[config.mk]
export PLATFORM = sky130hd
export DESIGN_NAME = i2c_master_register_access
export DESIGN_NICKNAME = d
export VERILOG_FILES = /design/src/rtl/i2cm_pkg.sv /design/src/rtl/i2c_master_register_access.sv
export SDC_FILE = /design/constraint.sdc
export NUM_CORES = 1
export LEC_CHECK = 0
export ABC_AREA = 1
export BUFFER_PORTS_ARGS = -buffer_cell sky130_fd_sc_hd__buf_4
export CAP_MARGIN = 20
export CORE_MARGIN = 3
export CORE_UTILIZATION = 61
export DETAILED_ROUTE_END_ITERATION = 12
export PLACE_DENSITY = 0.81
export SLEW_MARGIN = 25
export SYNTH_ARGS = -nofsm -noshare
export SYNTH_HDL_FRONTEND = slang
export SYNTH_SLANG_ARGS = --single-unit
[constraint.sdc]
create_clock -name clk -period 2.7 [get_ports clk]
set_input_delay 0.27 -clock clk [delete_from_list [all_inputs] [get_ports clk]]
set_output_delay 0.27 -clock clk [all_outputs]
set_load 0.05 [all_outputs]
[src/rtl/i2cm_pkg.sv]
// Package: bus phase codes and command codes for the I2C register-access master.
`timescale 1ns / 1ps

package i2cm_pkg;

  // Item command codes
  localparam logic [1:0] CMD_TICK  = 2'd0;
  localparam logic [1:0] CMD_WRITE = 2'd1;
  localparam logic [1:0] CMD_READ  = 2'd2;

  // Bus phase of the transaction sequencer
  typedef enum logic [4:0] {
    PH_IDLE     = 5'd0,
    PH_START_A  = 5'd1,
    PH_START_B  = 5'd2,
    PH_DEV_HI   = 5'd3,
    PH_DEV_LO   = 5'd4,
    PH_REG_HI   = 5'd5,
    PH_REG_LO   = 5'd6,
    PH_DAT_HI   = 5'd7,
    PH_DAT_LO   = 5'd8,
    PH_RDEV_HI  = 5'd9,
    PH_RDEV_LO  = 5'd10,
    PH_RX_HI    = 5'd11,
    PH_RX_LO    = 5'd12,
    PH_RETRY_A  = 5'd13,
    PH_RETRY_B  = 5'd14,
    PH_RSTART_A = 5'd15,
    PH_RSTART_B = 5'd16,
    PH_MID_A    = 5'd17,
    PH_MID_B    = 5'd18,
    PH_FIN_A    = 5'd19,
    PH_FIN_B    = 5'd20
  } phase_t;

  // Index of the ninth (acknowledge) slot within a byte
  localparam logic [3:0] ACK_SLOT = 4'd8;

endpackage

[src/rtl/i2c_master_register_access.sv]
// Top level: bit-slot I2C master for single-byte register writes and reads.
//
//  channel | direction | fields                                           | handshake
//  --------+-----------+--------------------------------------------------+------------------
//  in      | input     | cmd device_addr reg_addr write_data sda_in scl_in | in_valid/in_ready
//  out     | output    | scl_out sda_out busy_res done_res read_data       | out_valid/out_ready
//
// Every transfer on the input gives exactly one result transfer; one item per cycle while out_ready stays high.
// The sequencer state and the result register update together in the accepting cycle,
// so the result of an item is offered on the cycle after it is taken.
// A new item is taken while the result register is empty or being drained.
// Reset (rst, synchronous) leaves the bus released, the sequencer idle, no result held.
`timescale 1ns / 1ps

module i2c_master_register_access
  import i2cm_pkg::*;
(
  input  logic       clk,
  input  logic       rst,
  input  logic       in_valid,
  output logic       in_ready,
  input  logic [1:0] cmd,
  input  logic [7:0] device_addr,
  input  logic [7:0] reg_addr,
  input  logic [7:0] write_data,
  input  logic       sda_in,
  input  logic       scl_in,
  output logic       out_valid,
  input  logic       out_ready,
  output logic       scl_out,
  output logic       sda_out,
  output logic       busy_res,
  output logic       done_res,
  output logic [7:0] read_data
);

  phase_t     phase, phase_next;
  logic [3:0] bit_index, bit_index_next;
  logic       is_read, is_read_next;
  logic [7:0] dev_latch, dev_latch_next;
  logic [7:0] reg_latch, reg_latch_next;
  logic [7:0] data_latch, data_latch_next;
  logic [7:0] rx_shift, rx_shift_next;
  logic       ack_bit, ack_bit_next;
  logic       scl_drive, scl_drive_next;
  logic       sda_drive, sda_drive_next;
  logic       done_next;
  logic       done;
  logic       accept;
  logic [7:0] tx_byte;
  logic [2:0] bit_sel;

  // Take an item whenever the result slot is free or emptying
  assign in_ready = !out_valid || out_ready;
  assign accept   = in_valid && in_ready;

  // Result fields follow the registered state of the last transfer
  assign scl_out   = scl_drive;
  assign sda_out   = sda_drive;
  assign busy_res  = (phase != PH_IDLE);
  assign done_res  = done;
  assign read_data = rx_shift;

  // Select the byte being shifted out and the bit within it, MSB first
  always_comb begin
    unique case (phase)
      PH_DEV_HI: tx_byte = dev_latch;
      PH_REG_HI: tx_byte = reg_latch;
      PH_DAT_HI: tx_byte = data_latch;
      default:   tx_byte = dev_latch + 8'd1;
    endcase
    bit_sel = ~bit_index[2:0];
  end

  // Next state of the sequencer for one item
  always_comb begin
    phase_next      = phase;
    bit_index_next  = bit_index;
    is_read_next    = is_read;
    dev_latch_next  = dev_latch;
    reg_latch_next  = reg_latch;
    data_latch_next = data_latch;
    rx_shift_next   = rx_shift;
    ack_bit_next    = ack_bit;
    scl_drive_next  = scl_drive;
    sda_drive_next  = sda_drive;
    done_next       = 1'b0;

    if (phase == PH_IDLE) begin
      // Latch a new transaction
      if (cmd == CMD_WRITE || cmd == CMD_READ) begin
        dev_latch_next  = device_addr;
        reg_latch_next  = reg_addr;
        data_latch_next = write_data;
        is_read_next    = (cmd == CMD_READ);
        bit_index_next  = '0;
        phase_next      = PH_START_A;
      end
    end else if (cmd == CMD_TICK) begin
      unique case (phase)
        PH_START_A, PH_RSTART_A: begin
          // Hold off start until both lines read high
          if (scl_in && sda_in) begin
            scl_drive_next = 1'b1;
            sda_drive_next = 1'b0;
            phase_next     = (phase == PH_START_A) ? PH_START_B : PH_RSTART_B;
          end
        end
        PH_START_B, PH_RSTART_B: begin
          scl_drive_next = 1'b0;
          bit_index_next = '0;
          phase_next     = (phase == PH_START_B) ? PH_DEV_HI : PH_RDEV_HI;
        end
        PH_DEV_HI, PH_REG_HI, PH_DAT_HI, PH_RDEV_HI: begin
          // Drive a data bit, or release SDA and sample the acknowledge
          if (bit_index < ACK_SLOT) begin
            sda_drive_next = tx_byte[bit_sel];
          end else begin
            sda_drive_next = 1'b1;
            ack_bit_next   = sda_in;
          end
          scl_drive_next = 1'b1;
          unique case (phase)
            PH_DEV_HI: phase_next = PH_DEV_LO;
            PH_REG_HI: phase_next = PH_REG_LO;
            PH_DAT_HI: phase_next = PH_DAT_LO;
            default:   phase_next = PH_RDEV_LO;
          endcase
        end
        PH_DEV_LO, PH_REG_LO, PH_DAT_LO, PH_RDEV_LO: begin
          scl_drive_next = 1'b0;
          if (bit_index < ACK_SLOT) begin
            // Advance to the next bit of the same byte
            bit_index_next = bit_index + 4'd1;
            unique case (phase)
              PH_DEV_LO: phase_next = PH_DEV_HI;
              PH_REG_LO: phase_next = PH_REG_HI;
              PH_DAT_LO: phase_next = PH_DAT_HI;
              default:   phase_next = PH_RDEV_HI;
            endcase
          end else begin
            // Byte finished: branch on what follows it
            bit_index_next = '0;
            unique case (phase)
              PH_DEV_LO: phase_next = ack_bit ? PH_RETRY_A : PH_REG_HI;
              PH_REG_LO: phase_next = is_read ? PH_MID_A : PH_DAT_HI;
              PH_DAT_LO: phase_next = PH_FIN_A;
              default: begin
                rx_shift_next = '0;
                phase_next    = PH_RX_HI;
              end
            endcase
          end
        end
        PH_RX_HI: begin
          // Sample a received bit; the ninth slot is our NACK
          scl_drive_next = 1'b1;
          sda_drive_next = 1'b1;
          if (bit_index < ACK_SLOT && sda_in) begin
            rx_shift_next[bit_sel] = 1'b1;
          end
          phase_next = PH_RX_LO;
        end
        PH_RX_LO: begin
          scl_drive_next = 1'b0;
          if (bit_index < ACK_SLOT) begin
            bit_index_next = bit_index + 4'd1;
            phase_next     = PH_RX_HI;
          end else begin
            bit_index_next = '0;
            phase_next     = PH_FIN_A;
          end
        end
        PH_RETRY_A, PH_MID_A, PH_FIN_A: begin
          // Raise SCL with SDA low ahead of a stop
          scl_drive_next = 1'b1;
          sda_drive_next = 1'b0;
          unique case (phase)
            PH_RETRY_A: phase_next = PH_RETRY_B;
            PH_MID_A:   phase_next = PH_MID_B;
            default:    phase_next = PH_FIN_B;
          endcase
        end
        PH_RETRY_B: begin
          sda_drive_next = 1'b1;
          phase_next     = PH_START_A;
        end
        PH_MID_B: begin
          sda_drive_next = 1'b1;
          phase_next     = PH_RSTART_A;
        end
        PH_FIN_B: begin
          sda_drive_next = 1'b1;
          phase_next     = PH_IDLE;
          done_next      = 1'b1;
        end
        default: begin
          // Drop back to idle from any stray code
          scl_drive_next = 1'b1;
          sda_drive_next = 1'b1;
          bit_index_next = '0;
          phase_next     = PH_IDLE;
        end
      endcase
    end
  end

  // Sequencer state and result register
  always_ff @(posedge clk) begin
    if (rst) begin
      phase      <= PH_IDLE;
      bit_index  <= '0;
      is_read    <= 1'b0;
      dev_latch  <= '0;
      reg_latch  <= '0;
      data_latch <= '0;
      rx_shift   <= '0;
      ack_bit    <= 1'b1;
      scl_drive  <= 1'b1;
      sda_drive  <= 1'b1;
      done       <= 1'b0;
      out_valid  <= 1'b0;
    end else begin
      if (accept) begin
        phase      <= phase_next;
        bit_index  <= bit_index_next;
        is_read    <= is_read_next;
        dev_latch  <= dev_latch_next;
        reg_latch  <= reg_latch_next;
        data_latch <= data_latch_next;
        rx_shift   <= rx_shift_next;
        ack_bit    <= ack_bit_next;
        scl_drive  <= scl_drive_next;
        sda_drive  <= sda_drive_next;
        done       <= done_next;
        out_valid  <= 1'b1;
      end else if (out_ready) begin
        out_valid <= 1'b0;
      end
    end
  end

endmodule
==> metrics.log <==
[metrics] FILL cells: 374
[metrics] register clock-pin slew on the reported worst setup and hold paths: 0.08 ns
[metrics] setup_tns: 0 ns
[metrics] share of the core filled with cells in the final layout: between 70% and 80%
[metrics] gp weighted congestion: between 0.9 and 1
[metrics] ratio of total power to cell area: 488.5 nW/um^2
[metrics] CTS-repair resized insts: 0
[metrics] die area: between 5000 and 6000 um^2
[metrics] maximum number of pins on one net before global-route repair: 40
[metrics] placement row count: 24
[metrics] buffers from clock root to sink, at most: 2
[metrics] RSZ-0062 raised after global routing: false
[metrics] via density per instance: 5.491
[metrics] met2 Resource Use GR: ~47%
[metrics] quantity of hold-fixing buffers added after cts: 0
[metrics] required arrival time at the worst endpoint: roughly 2.9 ns
[metrics] count of flip-flops with a built-in enable after synthesis: 0
[metrics] minimum period implied by the final worst setup slack: 2.298 ns
[metrics] dominant cell type by area after synthesis: sky130_fd_sc_hd__dfxtp_1
[metrics] Post-Synthesis Mean Instance Area: 6.411 um^2
[metrics] worst clock skew: 0.002189 ns
[metrics] Top-Level Pins: between 40 and 50
[metrics] remaining antenna violation count after routing: 0
[metrics] synthesized flop and latch total: 47
[metrics] Yosys top cell area share: 33.59%
[metrics] global-route usage over all layers: between 20% and 30%
[metrics] number of maximum-capacitance constraint violations: 0
[metrics] Total Routed Length: between 7000 and 8000 um
[metrics] Final setup viols: 0
[metrics] detailed router's first-iteration violation count: ~220
[metrics] CP Max Fanout: 39
[metrics] slew margin rel.: between 50 and 60%
[metrics] type of element capturing the critical path: register
[metrics] path type of the worst min-delay path: primary input to register
[metrics] vertical extent of the die: between 70 and 80 um
[metrics] share of final-layout standard cells stronger than drive strength 1: 20.50%
[metrics] Async SR Flop Fraction: 0%
[metrics] first-pass GRT wire length: 12050 um
[metrics] insertion delay of the later-clocked pin in the worst-skew pair: between 0.2 and 0.3 ns
[metrics] Area Overhead vs Synth: 16.57%
[metrics] Routed wire per std cell: 13.43 um
[metrics] Clock Sinks: 47
[metrics] input/output buffers: between 40 and 50
[metrics] count of mapped cells out of synthesis: about 440
[metrics] die width: 73.77 um
[metrics] antenna violations before repair: 0
[metrics] Synth top cells by count: sky130_fd_sc_hd__nand2_1, sky130_fd_sc_hd__nor2_1, sky130_fd_sc_hd__dfxtp_1
[metrics] Final Hold Viols: 0
[metrics] unique cell type count in the Yosys netlist: 34
[metrics] syn_nets: 473
[metrics] Worst Max-Slew Pin Slew: between 0.7 and 0.8 ns
[metrics] Std-Cell Core Area: 4384 um^2
[metrics] busiest layer in global routing: met2
[metrics] post-synthesis instance area: ~2800 um^2
[metrics] met3 GRT Util: between 5 and 6%
[metrics] predominant post-synthesis flop cell: sky130_fd_sc_hd__dfxtp_1
[metrics] count of final max-slew check failures: 0
[metrics] routed vias: 2910
[metrics] count leader, synth: sky130_fd_sc_hd__nand2_1
[metrics] vias in the first global route: around 2.7k
[metrics] DR DRC count: 0
[metrics] cell chosen for the clock root: sky130_fd_sc_hd__clkbuf_8
[metrics] number of buffers added for setup after CTS: 0
[metrics] Max Freq: roughly 0.44 GHz
[metrics] sequential share of the synthesized area: roughly a third
[metrics] antenna fix cells: 0
[metrics] Leakage Power: roughly 1.6 nW
[metrics] initial core utilization: about 64%
[metrics] # nets final: between 500 and 600
[metrics] portion of the clock cycle consumed by the worst path in the final layout: roughly 85%
[metrics] gr ovfl total: 0
[metrics] deepest level of the CTS H-tree: 2
[metrics] TritonCTS clock tree: yes
[metrics] synthesis warning total: 0
[metrics] number of optimization iterations in the first detailed-route pass: 5
[metrics] data arrival time of the worst path: 2.53 ns
[metrics] result of the run: finished clean
[metrics] top post-synthesis cells by area: sky130_fd_sc_hd__dfxtp_1, sky130_fd_sc_hd__nand2_1, sky130_fd_sc_hd__nor2_1
[metrics] number of buffers added by the clock tree synthesis step: 5
[metrics] kind of launch point of the worst setup path: register
[metrics] post-detail-place hpwl: ~5600 um
[metrics] peak supply drop: 0.4189 mV
[metrics] start-to-end type of the worst setup path: register to register
[metrics] M1 GR Usage: a little under two fifths
==> final cells by class <==
type | instances | area (um^2) | share of cell area (%)
flip-flops and latches | 47 | 940.9 | 28.81
clock inverters | 1 | 30.03 | 0.9195
inverters | 55 | 206.4 | 6.322
well taps | 52 | 65.06 | 1.992
multi-input cells | 322 | 1598 | 48.93
repair buffers | 47 | 352.8 | 10.80
clock buffers | 6 | 72.57 | 2.222
==> flip-flops by register name, indices dropped and copies added, names as in the netlist <==
| signal | count |
|---|---|
| scl_out | 1 |
| phase | 5 |
| data_latch | 8 |
| done_res | 1 |
| dev_latch | 8 |
| ack_bit | 1 |
| out_valid | 1 |
| reg_latch | 8 |
| bit_index | 4 |
| read_data | 8 |
| sda_out | 1 |
| is_read | 1 |
==> worst paths after layout <==
check	cells after the start	to	slack, ns	startpoint
worst max register to register	8	reg_latch[1]$_SDFFE_PP0P_	0.40	phase[3]$_SDFFE_PP0P_
worst max-delay path	8	reg_latch[1]$_SDFFE_PP0P_	0.40	phase[3]$_SDFFE_PP0P_
worst min-delay path	3	ack_bit$_SDFFE_PP1P_	0.20	sda_in
worst min register to register	2	data_latch[1]$_SDFFE_PP0P_	0.46	data_latch[1]$_SDFFE_PP0P_
==> cell usage in the layout (no fill, tap or decap), drive strengths merged <==
cell type	n
o21ai	35
a41oi	1
a31oi	1
a21oi	32
nand3	30
buf	47
nor2	85
clkbuf	6
nand2	104
a211oi	1
or2	1
nor3	10
bufinv	1
dfxtp	47
xnor2	1
nor4	1
nand4	9
o31ai	1
xor2	1
ha	4
o211ai	4
nor3b	1
inv	55
==> through the flow <==
stage | setup WS [ns] | cell area [um^2] | total power, mW | hold slack, ns | cells
after floorplan | 0.4827 | 2801 | 1.005 | 0.4004 | 437
final | 0.4025 | 3266 | 1.595 | 0.2045 | 530
after CTS | 0.4172 | 3266 | 1.598 | 0.1995 | 530
after detailed placement | 0.4367 | 3163 | 1.108 | 0.4529 | 523
after global placement | 0.4906 | 3163 | 1.099 | 0.4427 | 523
after global routing | 0.1431 | 3266 | 1.674 | 0.2154 | 530
==> routing by layer <==
metal	part of all wire, %	wire length, um
met5	0	0
met4	1.7	118
met3	6.0	424
met2	48	3444
met1	44	3133
==> critical path: stages (launching register included) <==
cell	delay (ns)
sky130_fd_sc_hd__dfxtp_1	0.36
sky130_fd_sc_hd__nor2_1	0.56
sky130_fd_sc_hd__inv_1	0.22
sky130_fd_sc_hd__nor2_4	0.19
sky130_fd_sc_hd__nand3_2	0.09
sky130_fd_sc_hd__buf_4	0.24
sky130_fd_sc_hd__inv_1	0.33
sky130_fd_sc_hd__nor2_1	0.09
sky130_fd_sc_hd__nor2_1	0.12
==> cells by family after synthesis <==
kind of cell / synth area share, %
AND/OR/NAND/NOR: 40.37
AO/OA/AOI/OAI: 14.25
buffers and inverters: 9.379
flip-flops: 33.59
adder cells (fa/ha/maj): 1.787
XOR/XNOR: 0.6254
==> power breakdown <==
part,switching (mW),internal [mW],total [mW]
combinational,0.199,0.114,0.312
clock,0.228,0.272,0.500
sequential,0.0427,0.741,0.783
total,0.469,1.13,1.60
No activity file was read; power rests on OpenSTA's default activity.
